## config.mk

```make
export PLATFORM = sky130hd
export DESIGN_NAME = ebp_divider
export DESIGN_NICKNAME = d
export VERILOG_FILES = /design/src/hw/rtl/ebp_pkg.sv /design/src/hw/rtl/ebp_divider.sv
export SDC_FILE = /design/constraint.sdc
export NUM_CORES = 1
export LEC_CHECK = 0
export BUFFER_PORTS_ARGS = -buffer_cell sky130_fd_sc_hd__buf_2
export CORE_ASPECT_RATIO = 1.25
export CORE_MARGIN = 2
export CORE_UTILIZATION = 45
export CTS_CLUSTER_SIZE = 16
export DETAILED_ROUTE_END_ITERATION = 10
export GPL_TIMING_DRIVEN = 0
export HOLD_SLACK_MARGIN = 0.12
export PLACE_DENSITY = 0.74
export SLEW_MARGIN = 25
export SYNTH_ARGS = -nofsm -noshare
export SYNTH_HDL_FRONTEND = slang
export SYNTH_SLANG_ARGS = --single-unit
```

## constraint.sdc

```tcl
create_clock -name clk -period 2 [get_ports clk]
set_input_delay 0.4 -clock clk [delete_from_list [all_inputs] [get_ports clk]]
set_output_delay 0.4 -clock clk [all_outputs]
set_load 0.02 [all_outputs]
```

## src/hw/rtl/ebp_pkg.sv

```systemverilog
// shared types and constants for the edge-balanced partitioner
// no dependencies; used by the interfaces, the divider, the top level and the checker
package ebp_pkg;

	localparam int unsigned PartW = 6;
	localparam int unsigned VertW = 12;
	localparam int unsigned OffW = 32;
	localparam int unsigned SumW = OffW + 1;
	localparam int unsigned TgtW = SumW + PartW;
	localparam int unsigned MemDepth = 4096;
	localparam int unsigned CfgIdxW = 2;
	localparam int unsigned EvenFactorW = 2;

	localparam logic CMD_LOAD = 1'b0;
	localparam logic CMD_RUN = 1'b1;

	localparam logic [CfgIdxW-1:0] REG_PARTITION_COUNT = 2'd0;
	localparam logic [CfgIdxW-1:0] REG_VERTEX_COUNT = 2'd1;
	localparam logic [CfgIdxW-1:0] REG_EDGE_COUNT = 2'd2;

	typedef enum logic [3:0] {
		ST_IDLE,
		ST_PER,
		ST_EMIT,
		ST_NEXT,
		ST_QDIV,
		ST_RD_M,
		ST_GOT_M,
		ST_GOT_B,
		ST_DEC,
		ST_FIX
	} state_t;

	typedef struct packed {
		logic start;
		logic [SumW-1:0] dividend;
		logic [PartW-1:0] divisor;
	} div_req_t;

	typedef struct packed {
		logic done;
		logic [SumW-1:0] quotient;
	} div_rsp_t;

endpackage

```

## src/hw/rtl/ebp_divider.sv

```systemverilog
// restoring divider, one quotient bit per cycle
// depends on ebp_pkg
module ebp_divider (
	input  logic clk,
	input  logic arst_n,
	input  ebp_pkg::div_req_t req,
	output ebp_pkg::div_rsp_t rsp
);
	localparam int unsigned CntW = $clog2(ebp_pkg::SumW + 1);

	logic busy_q;
	logic [CntW-1:0] cnt_q;
	logic [ebp_pkg::SumW-1:0] quo_q;
	logic [ebp_pkg::PartW:0] rem_q;
	logic [ebp_pkg::PartW-1:0] dsr_q;
	logic done_q;
	logic [ebp_pkg::PartW:0] trial;
	logic [ebp_pkg::PartW:0] diff;

	assign trial = {rem_q[ebp_pkg::PartW-1:0], quo_q[ebp_pkg::SumW-1]};
	assign diff = trial - {1'b0, dsr_q};

	always_ff @(posedge clk or negedge arst_n) begin
		if (!arst_n) begin
			busy_q <= 1'b0;
			done_q <= 1'b0;
			cnt_q <= '0;
		end else begin
			done_q <= 1'b0;
			if (req.start) begin
				busy_q <= 1'b1;
				cnt_q <= CntW'(ebp_pkg::SumW);
			end else if (busy_q) begin
				cnt_q <= cnt_q - 1'b1;
				if (cnt_q == CntW'(1)) begin
					busy_q <= 1'b0;
					done_q <= 1'b1;
				end
			end
		end
	end

	always_ff @(posedge clk) begin
		if (req.start) begin
			quo_q <= req.dividend;
			rem_q <= '0;
			dsr_q <= req.divisor;
		end else if (busy_q) begin
			if (trial >= {1'b0, dsr_q}) begin
				rem_q <= diff;
				quo_q <= {quo_q[ebp_pkg::SumW-2:0], 1'b1};
			end else begin
				rem_q <= trial;
				quo_q <= {quo_q[ebp_pkg::SumW-2:0], 1'b0};
			end
		end
	end

	assign rsp.done = done_q;
	assign rsp.quotient = quo_q;
endmodule

```

==> results.sh, run 1 <==
export IMPL_status="finished, violations left"
export IMPL_violations="setup timing"
export IMPL_grtUsageTotal_pct=16.6
export IMPL_crit_type="reg2reg"
export IMPL_start_util_pct=46.6
export IMPL_synth_ff_type="edfxtp_1"
export IMPL_synthCells=188
export IMPL_path_max_fanout=8
export IMPL_grt_max_degree=18
export IMPL_power_w=0.00375
export IMPL_drt_iter0_drc=78
export IMPL_fin_ws_ps=-77.8
export IMPL_clock_latency_ps=310
export IMPL_grt_pass1_wl_um=8050
export IMPL_synth_edf_count=39
export IMPL_drt_wl_total_um=5120
export IMPL_worst_slew_pin_slew_ps=613
export IMPL_gp_congestion=0.793
export IMPL_power_internal_w=0.00249
export IMPL_slew_violations=0
export IMPL_hold_class="in2reg"
export IMPL_drc_errors=0
export IMPL_fin_nets=331
export IMPL_dp_final_hpwl_um=3540
export IMPL_hold_viol_final=0
export IMPL_gr_total_overflow=0
export IMPL_fin_hold_ws_ps=253
export IMPL_leakage_nw=1.42
export IMPL_synth_cell_types=36
export IMPL_netSwitchingPower_w=0.00126
export IMPL_fin_setup_tns_ps=-132
export IMPL_root_buffer="clkbuf_8"
export IMPL_period_share_pct=104
export IMPL_cp_required_ps=2220
export IMPL_synthesis_nets=240
export IMPL_clkSlewWorstSetupHoldPaths_ps=100
export IMPL_die_area_um2=6250
export IMPL_die_w_um=71.1
export IMPL_antenna_found_initial=0
export IMPL_antenna_cells=0
export IMPL_swShare_pct=33.6
export IMPL_syn_to_final_growth_pct=28.0
export IMPL_syn_area_per_cell_um2=13.5
export IMPL_clkPwrFrac_pct=19.5
export IMPL_ys_seq_area_share_pct=58.9
export IMPL_powerDensity_nw_per_um2=1160
export IMPL_numPortBuffers=75
export IMPL_setup_violations_final=3
export IMPL_cts_buffers=5
export IMPL_antenna_left=0
export IMPL_cts_sinks=53
export IMPL_relSlewSlack_pct=58.6
export IMPL_yosysWarnings=0
export IMPL_max_freq_mhz=481
export IMPL_p_seq_share_pct=44.2
export IMPL_drive_gt1_share_pct=50.4
export IMPL_die_y_um=87.9
export IMPL_grt_pass1_vias=1791
export IMPL_crit_path_start_kind="flip-flop"
export IMPL_cp_end_kind="flip-flop"
export IMPL_io_pin_count=76
export IMPL_cts_tree="yes"
export IMPL_row_count=30
export IMPL_num_vias=1769
export IMPL_avgRoutedWirePerCell_um=14.9
export IMPL_min_period_ps=2080
export IMPL_viasPerCell=5.14
export IMPL_cap_violations=0
export IMPL_h_tree_depth=2
export IMPL_async_flop_share_pct=15.1
export IMPL_arrival_ps=2300
export IMPL_p_comb_share_pct=36.2
export IMPL_coreArea_um2=5440
export IMPL_rsz0062_at_grt="yes"
export IMPL_cts_buffer_depth=2
export IMPL_synth_seq_cells=53
export IMPL_vdd_drop_max_uv=724
export IMPL_fin_skew_ps=8.45
export IMPL_drtPass1Iterations=4
export IMPL_synth_area_um2=2530
cell usage in the layout (no fill, tap or decap), drive strengths merged, types with 5 or more instances in the layout:
master and n:
ha 9, a211oi 5, inv 11, buf 86, dfxtp 6, dfrtp 8, mux2 34, nor2 16
a21oi 6, edfxtp 39, clkbuf 11
cells in the mapped netlist (2+ instances only):
cell / instances / share of area [%]
clkbuf_1: 6 / 0.89
nand2_1: 4 / 0.59
a21oi_1: 6 / 1.2
dfrtp_1: 8 / 7.9
nor2b_1: 2 / 0.49
inv_1: 12 / 1.8
buf_1: 2 / 0.30
ha_1: 9 / 4.4
nand2b_1: 3 / 0.74
mux2i_1: 3 / 1.2
nor2_1: 16 / 2.4
a211oi_1: 5 / 1.5
nor3b_1: 4 / 1.2
edfxtp_1: 39 / 46
nor3_1: 2 / 0.40
xnor2_1: 4 / 1.4
mux2_2: 34 / 15
o21ai_0: 4 / 0.79
dfxtp_1: 6 / 4.7
xor2_1: 3 / 1.0
layer usage:
metal / wire, um / track usage [%] / vias to the layer above
li1: - / - / 859
met1: 2110 / 19.9 / 854
met2: 2610 / 28.7 / 50
met3: 324 / 5.06 / 6
met4: 70 / 5.15 / 0
met5: 0 / 0 / -
kinds of logic (layout without fill, tap and decap cells):
logic type,Yosys count,in the layout,share of synthesized area (%)
DFF,53,53,58.9
xor gates and xnor gates,7,7,2.42
and+or+nand+nor,38,38,8.05
buffers and inverters,22,114,3.70
AOI/OAI and AO/OA,21,21,5.43
adders and majority gates,10,10,5.23
muxes,37,37,16.3
sequential cells by signal, indices dropped and copies added (netlist names):
name,flops
done_q,1
rem_q,6
dsr_q,6
quo_q,33
cnt_q,6
busy_q,1
final timing paths:
| kind | startpoint | endpoint | slack, ps | cells past startpoint |
|---|---|---|---|---|
| min in group asynchronous | arst_n | cnt_q[0] | 460 | 2 |
| max | dsr_q[4] | rem_q[0] | -80 | 8 |
| max reg2reg | dsr_q[4] | rem_q[0] | -80 | 8 |
| min reg2reg | rem_q[5] | rem_q[5] | 530 | 2 |
| max in group asynchronous | arst_n | cnt_q[1] | 1370 | 2 |
| min | req[3] | dsr_q[3] | 250 | 1 |
worst max-delay path, cell delays in order, from the launching register on:
cell,delay (ps)
edfxtp_1,390
inv_2,80
ha_4,200
a21o_1,150
a211o_1,250
a41o_1,210
buf_6,130
or4b_1,480
o311ai_1,90
cell type report:
class	instances	area, um^2
clock inverter	3	41.3
fill	435	2200
multi-input combinational	113	990
inverter	12	48.8
tap	64	80.1
sequential	53	1490
buffer	10	52.6
clock buffer	5	68.8
timing repair inverter	1	7.51
timing repair buffer	83	463
stage by stage:
stage / instances / area, um^2 / util (%) / setup slack [ps]
2_1_floorplan: 188 / 2550 / - / 0.887
3_3_place_gp: 327 / 3010 / 55.3 / -542
3_5_place_dp: 327 / 3010 / 55.3 / -546
4_1_cts: 341 / 3190 / 58.6 / -97.6
5_1_grt: 344 / 3240 / 59.6 / -130
6_report: 344 / 3240 / 59.6 / -77.8
power by group through the flow:
| stage | Sequential [W] | Combinational [W] | Clock [W] |
|---|---|---|---|
| floorplan | 0.00186 | 0.000693 | 0 |
| global placement | 0.00168 | 0.00120 | 0 |
| detailed placement | 0.00168 | 0.00123 | 0 |
| CTS | 0.00166 | 0.00130 | 0.000745 |
| global route | 0.00170 | 0.00149 | 0.000781 |
| finish | 0.00166 | 0.00136 | 0.000732 |
what timing repair did:
action,in CTS,in global routing
buffers inserted,4,3
endpoints found under the setup margin,35,39
resized for setup,4,8
hold buffers,1,0
hold endpoints to repair,8,0
pin swaps,6,4
cloned,1,0
No activity file was read; power rests on OpenSTA's default activity.
==> run 2, diff against run 1 <==
==> constraint.sdc (replaced) <==
create_clock -name clk -period 2 [get_ports clk]
set_input_delay 0.3 -clock clk [delete_from_list [all_inputs] [get_ports clk]]
set_output_delay 0.3 -clock clk [all_outputs]
set_load 0.02 [all_outputs]
==> run 2 against run 1 <==
  * The flow still finishes with violations (setup timing)
  * Power shrank 4.5%
  * First-iteration DRC count shrank 38%
  * Sequential power barely moved
  * Largest power group unchanged
  * Flip-flop and latch count stayed put
  * Utilization shrank 0.64 points
  * Critical endpoint unchanged
  * Critical path depth down 1
  * Sequential share of layout area rose by 0.50 points
  * Worst setup slack better by 55 ps
  * Via count down 0.79%
  * Routed wire length grew 1.8%
  * Die area is the same
  * Critical path type unchanged
==> results.sh, run 2 (synthesized netlist as in run 1, its figures left out) <==
export IMPL_coreArea_um2=5440
export IMPL_status="finished, violations left"
export IMPL_clock_latency_ps=300
export IMPL_grtUsageTotal_pct=16.8
export IMPL_fin_skew_ps=5.35
export IMPL_h_tree_depth=2
export IMPL_hold_viol_final=0
export IMPL_wl_met1_um=2090
export IMPL_dp_final_hpwl_um=3680
export IMPL_drt_iter0_drc=48
export IMPL_cts_sinks=53
export IMPL_routed_top_layer="met4"
export IMPL_gp_congestion=0.749
export IMPL_final_common_cell="buf_2"
export IMPL_slew_violations=0
export IMPL_gr_total_overflow=0
export IMPL_min_period_ps=2020
export IMPL_grt_pass1_wl_um=8150
export IMPL_crit_type="reg2reg"
export IMPL_antenna_cells=0
export IMPL_place_ws_ps=-611
export IMPL_met2WireLength_um=2660
export IMPL_cp_end_kind="flip-flop"
export IMPL_syn_to_final_growth_pct=26.7
export IMPL_top_register="quo_q"
export IMPL_drt_wl_total_um=5210
export IMPL_relSlewSlack_pct=62.2
export IMPL_die_y_um=87.9
export IMPL_io_pin_count=76
export IMPL_violations="setup timing"
export IMPL_antenna_left=0
export IMPL_drtPass1Iterations=4
export IMPL_fillers=434
export IMPL_die_w_um=71.1
export IMPL_crit_path_start_kind="flip-flop"
export IMPL_grt_max_degree=18
export IMPL_fin_hold_ws_ps=164
export IMPL_cts_buffer_depth=2
export IMPL_clkSlewWorstSetupHoldPaths_ps=90
export IMPL_worst_slew_pin_slew_ps=567
export IMPL_antenna_found_initial=0
export IMPL_die_area_um2=6250
export IMPL_layout_cells_most_common_list="76 x buf_2, 39 x edfxtp_1, 34 x mux2_2"
export IMPL_cp_required_ps=2220
export IMPL_rsz0062_at_grt="yes"
export IMPL_period_share_pct=101
export IMPL_vdd_drop_max_uv=603
export IMPL_fin_ws_ps=-22.9
export IMPL_num_vias=1755
export IMPL_max_freq_mhz=494
export IMPL_viasPerCell=5.10
export IMPL_row_count=30
export IMPL_numPortBuffers=75
export IMPL_cts_tree="yes"
export IMPL_cap_violations=0
export IMPL_route_met3_wl_um=377
export IMPL_avgRoutedWirePerCell_um=15.1
export IMPL_powerDensity_nw_per_um2=1120
export IMPL_leakage_nw=1.39
export IMPL_grt_pass1_vias=1803
export IMPL_largest_reg_flops=33
export IMPL_arrival_ps=2240
export IMPL_root_buffer="clkbuf_8"
export IMPL_hold_class="in2reg"
export IMPL_drc_errors=0
export IMPL_drive_gt1_share_pct=50.4
export IMPL_fin_nets=331
export IMPL_start_util_pct=46.6
export IMPL_cts_buffers=5
export IMPL_path_max_fanout=5
export IMPL_setup_violations_final=1
## run 2: critical path, cell delays in order, from the launching register on
cell and delay, ps:
edfxtp_1 390, inv_2 80, ha_4 190, a21o_1 160
a211o_1 260, a41o_2 280, or4b_4 490, o311ai_1 80
## run 2: area by class of cell
| class | count | area, um^2 | area share, % |
|---|---|---|---|
| Timing Repair inverter | 1 | 7.51 | 0.234 |
| Buffer | 9 | 41.3 | 1.29 |
| Inverter | 12 | 48.8 | 1.52 |
| Tap cell | 64 | 80.1 | 2.50 |
| Clock buffer | 7 | 76.3 | 2.38 |
| Timing Repair Buffer | 84 | 449 | 14.0 |
| Clock inverter | 1 | 3.75 | 0.117 |
| Multi-Input combinational cell | 113 | 1010 | 31.5 |
| Sequential cell | 53 | 1490 | 46.5 |
## run 2: where the power goes
part,switching [W],internal [W],total (W)
Clock,0.000343,0.000245,0.000588
Sequential,0.000172,0.00149,0.00167
Combinational,0.000719,0.000610,0.00133
## run 2: worst paths after layout
check / startpoint / end / slack, ps / cells past startpoint
worst max-delay path: dsr_q[4] / rem_q[0] / -20 / 7
worst min-delay path: req[4] / dsr_q[4] / 160 / 1
worst max register to register: dsr_q[4] / rem_q[0] / -20 / 7
worst min register to register: rem_q[4] / rem_q[4] / 520 / 2
max in group asynchronous: arst_n / busy_q / 1470 / 2
min in group asynchronous: arst_n / cnt_q[4] / 360 / 2
## run 2: stage by stage
stage | utilization, % | cell area, um^2 | cells | power, W | TNS, ps
3_3_place_gp | 55.2 | 3010 | 327 | 0.00287 | -20060
2_1_floorplan | - | 2550 | 188 | 0.00255 | 0
3_5_place_dp | 55.2 | 3010 | 327 | 0.00292 | -20390
6_report | 59.0 | 3210 | 344 | 0.00358 | -22.9
5_1_grt | 59.0 | 3210 | 344 | 0.00379 | -181
4_1_cts | 58.3 | 3180 | 344 | 0.00359 | -135
## run 2: timing repair
action / in CTS / in global routing
hold endpoints to repair: 8 / 0
hold buffers: 1 / 0
setup endpoints to repair: 35 / 40
gates resized for setup: 5 / 13
cloned: 1 / 0
buffers inserted: 7 / 1
pin swaps: 5 / 5
## run 2: metal layers
metal,global-route usage [%],vias to the layer above
met3,5.18,8
li1,-,857
met1,19.9,830
met4,5.66,0
met2,29.2,60
met5,0,-
==> run 3, diff against run 2 <==
Settings changed: CORE_ASPECT_RATIO 1.25 to 1.2, CTS_BUF_LIST from default to sky130_fd_sc_hd__clkbuf_4 sky130_fd_sc_hd__clkbuf_8 sky130_fd_sc_hd__clkbuf_16.
==> run 3 against run 2 <==
  * Critical path depth grew 1
  * Cell count fell by 0.29%
  * Combinational power barely moved
  * Clock power increased by 44%
  * Power is 6.5% higher
  * The run still ends with setup timing left
  * Fmax fell by 1.1%
  * Via count down 1.1%
  * Flip-flop and latch count did not move
  * Sequential share of layout area down 0.43 points
  * Register-to-register slack lost 20 ps
==> results.sh, run 3 (synthesized netlist as in run 1, its figures left out) <==
export IMPL_status="finished, violations left"
export IMPL_violations="setup timing"
export IMPL_cp_top_family="compound AO/OA/AOI/OAI gates"
export IMPL_path_max_fanout=7
export IMPL_cts_sinks=53
export IMPL_p_seq_share_pct=43.4
export IMPL_cp_slowest_cell="or4b_1"
export IMPL_regToRegSetupSlack_ps=-50
export IMPL_grtUsageTotal_pct=16.4
export IMPL_fin_nets=332
export IMPL_num_vias=1736
export IMPL_path_buf_inv=2
export IMPL_syn_to_final_growth_pct=27.8
export IMPL_leakage_nw=1.43
export IMPL_slew_violations=0
export IMPL_hold_class="in2reg"
export IMPL_fin_hold_ws_ps=161
export IMPL_cp_required_ps=2220
export IMPL_drive_gt1_share_pct=49.8
export IMPL_top_register="quo_q"
export IMPL_cp_end_kind="flip-flop"
export IMPL_start_util_pct=47.2
export IMPL_reg2reg_to="rem_q[0]"
export IMPL_coreArea_um2=5370
export IMPL_worst_slew_pin_slew_ps=563
export IMPL_avgRoutedWirePerCell_um=14.0
export IMPL_final_common_cell="buf_2"
export IMPL_cts_tree="yes"
export IMPL_row_count=29
export IMPL_drt_iter0_drc=102
export IMPL_drtPass1Iterations=4
export IMPL_fin_skew_ps=11.3
export IMPL_antenna_found_initial=0
export IMPL_root_buffer="clkbuf_8"
export IMPL_antenna_left=0
export IMPL_reg2reg_depth=8
export IMPL_crit_type="reg2reg"
export IMPL_die_area_um2=6250
export IMPL_reg2reg_from="dsr_q[4]"
export IMPL_layout_cells_most_common_list="76 x buf_2, 39 x edfxtp_1, 34 x mux2_2"
export IMPL_finalInstanceArea_um2=3240
export IMPL_hold_end="dsr_q[5]"
export IMPL_clock_latency_ps=310
export IMPL_clkPwrFrac_pct=22.2
export IMPL_gp_congestion=0.753
export IMPL_grt_pass1_wl_um=8050
export IMPL_grt_pass1_vias=1794
export IMPL_numPortBuffers=75
export IMPL_cpPeakStageDelay_ps=460
export IMPL_powerDensity_nw_per_um2=1180
export IMPL_h_tree_depth=2
export IMPL_dp_final_hpwl_um=3420
export IMPL_swShare_pct=31.9
export IMPL_power_internal_w=0.00260
export IMPL_viasPerCell=5.06
export IMPL_gr_total_overflow=0
export IMPL_hold_viol_final=0
export IMPL_drt_wl_total_um=4820
export IMPL_hold_path_cell_count=1
export IMPL_largest_reg_flops=33
export IMPL_die_y_um=86.2
export IMPL_grt_max_degree=18
export IMPL_min_period_ps=2050
export IMPL_holdCritStartpoint="req[5]"
export IMPL_cp_cell_sequence="inv_2 -> ha_4 -> a21o_1 -> a211o_1 -> a41o_1 -> buf_6 -> or4b_1 -> o311ai_1"
export IMPL_arrival_ps=2270
export IMPL_crit_path_start_kind="flip-flop"
export IMPL_relSlewSlack_pct=61.9
export IMPL_netSwitchingPower_w=0.00122
export IMPL_max_freq_mhz=489
export IMPL_cts_buffers=5
export IMPL_io_pin_count=76
export IMPL_cap_violations=0
export IMPL_drc_errors=0
export IMPL_rsz0062_at_grt="yes"
export IMPL_die_w_um=72.5
export IMPL_cts_buffer_depth=2
export IMPL_placed_cell_area_um2=3000
export IMPL_p_comb_share_pct=34.3
export IMPL_vdd_drop_max_uv=675
export IMPL_setup_violations_final=2
export IMPL_period_share_pct=102
export IMPL_fin_ws_ps=-46.3
export IMPL_antenna_cells=0
export IMPL_clkSlewWorstSetupHoldPaths_ps=100
==> run 3: changes by cell type in the layout (fill, tap and decap cells not counted), sizes merged <==
cell,delta
bufinv,+2
clkbuf,-2
buf,+1
==> run 3: through the flow <==
step           setup TNS, ps  total power (W)  worst slack [ps]  utilization, %  cells
6_report               -85.7          0.00382             -46.3            60.3    343
5_1_grt                 -362          0.00405              -136            60.3    343
4_1_cts                -69.9          0.00380             -69.9            59.5    340
3_5_place_dp          -22420          0.00290              -675            55.9    325
3_3_place_gp          -21300          0.00287              -643            55.9    325
2_1_floorplan              0          0.00255             0.887               -    188
==> run 3: area by class of cell <==
class,instances,area [um^2]
Tap cell,62,77.6
Timing Repair inverter,1,7.51
Clock buffer,5,68.8
Buffer,10,52.6
Clock inverter,3,65.1
Inverter,12,48.8
Multi-Input combinational cell,113,980
Fill cell,425,2130
Timing Repair Buffer,84,445
Sequential cell,53,1490
==> run 3: layer usage <==
layer  wire length, um  share of wire (%)  vias to the layer above  GRT usage, %
met5                 0                  0                        -             0
met2              2360                 49                       52          26.3
li1                  -                  -                      863             -
met1              2060                 43                      816          21.3
met3               347                7.2                        5          5.47
met4                51                1.1                        0          4.55
==> run 3: worst register-to-register path, cell delays in order (launching register included) <==
cell	delay (ps)
edfxtp_1	390
inv_2	80
ha_4	190
a21o_1	150
a211o_1	260
a41o_1	210
buf_6	130
or4b_1	460
o311ai_1	80
==> run 3: what timing repair did <==
item,CTS,global route
pin swaps,4,4
endpoints found under the hold margin,8,0
gates cloned,1,0
setup endpoints to repair,36,39
hold buffers,1,0
setup buffers,5,3
resized for setup,3,7
==> run 3: power by group through the flow <==
stage	Combinational [W]	Sequential (W)	Clock [W]
2_1_floorplan	0.000691	0.00186	0
3_3_place_gp	0.00120	0.00168	0
3_5_place_dp	0.00122	0.00168	0
4_1_cts	0.00126	0.00166	0.000873
5_1_grt	0.00145	0.00170	0.000901
6_report	0.00131	0.00166	0.000849
==> run 3: worst max path at each step <==
stage,cells after the start,to,slack [ps],startpoint
after floorplan,8,rem_q[0],0.9,dsr_q[4]
after global placement,6,quo_q[24],-640,req[39]
after detailed placement,6,quo_q[24],-670,req[39]
after CTS,8,rem_q[0],-70,dsr_q[4]
after global routing,8,rem_q[0],-140,dsr_q[4]
final,8,rem_q[0],-50,dsr_q[4]
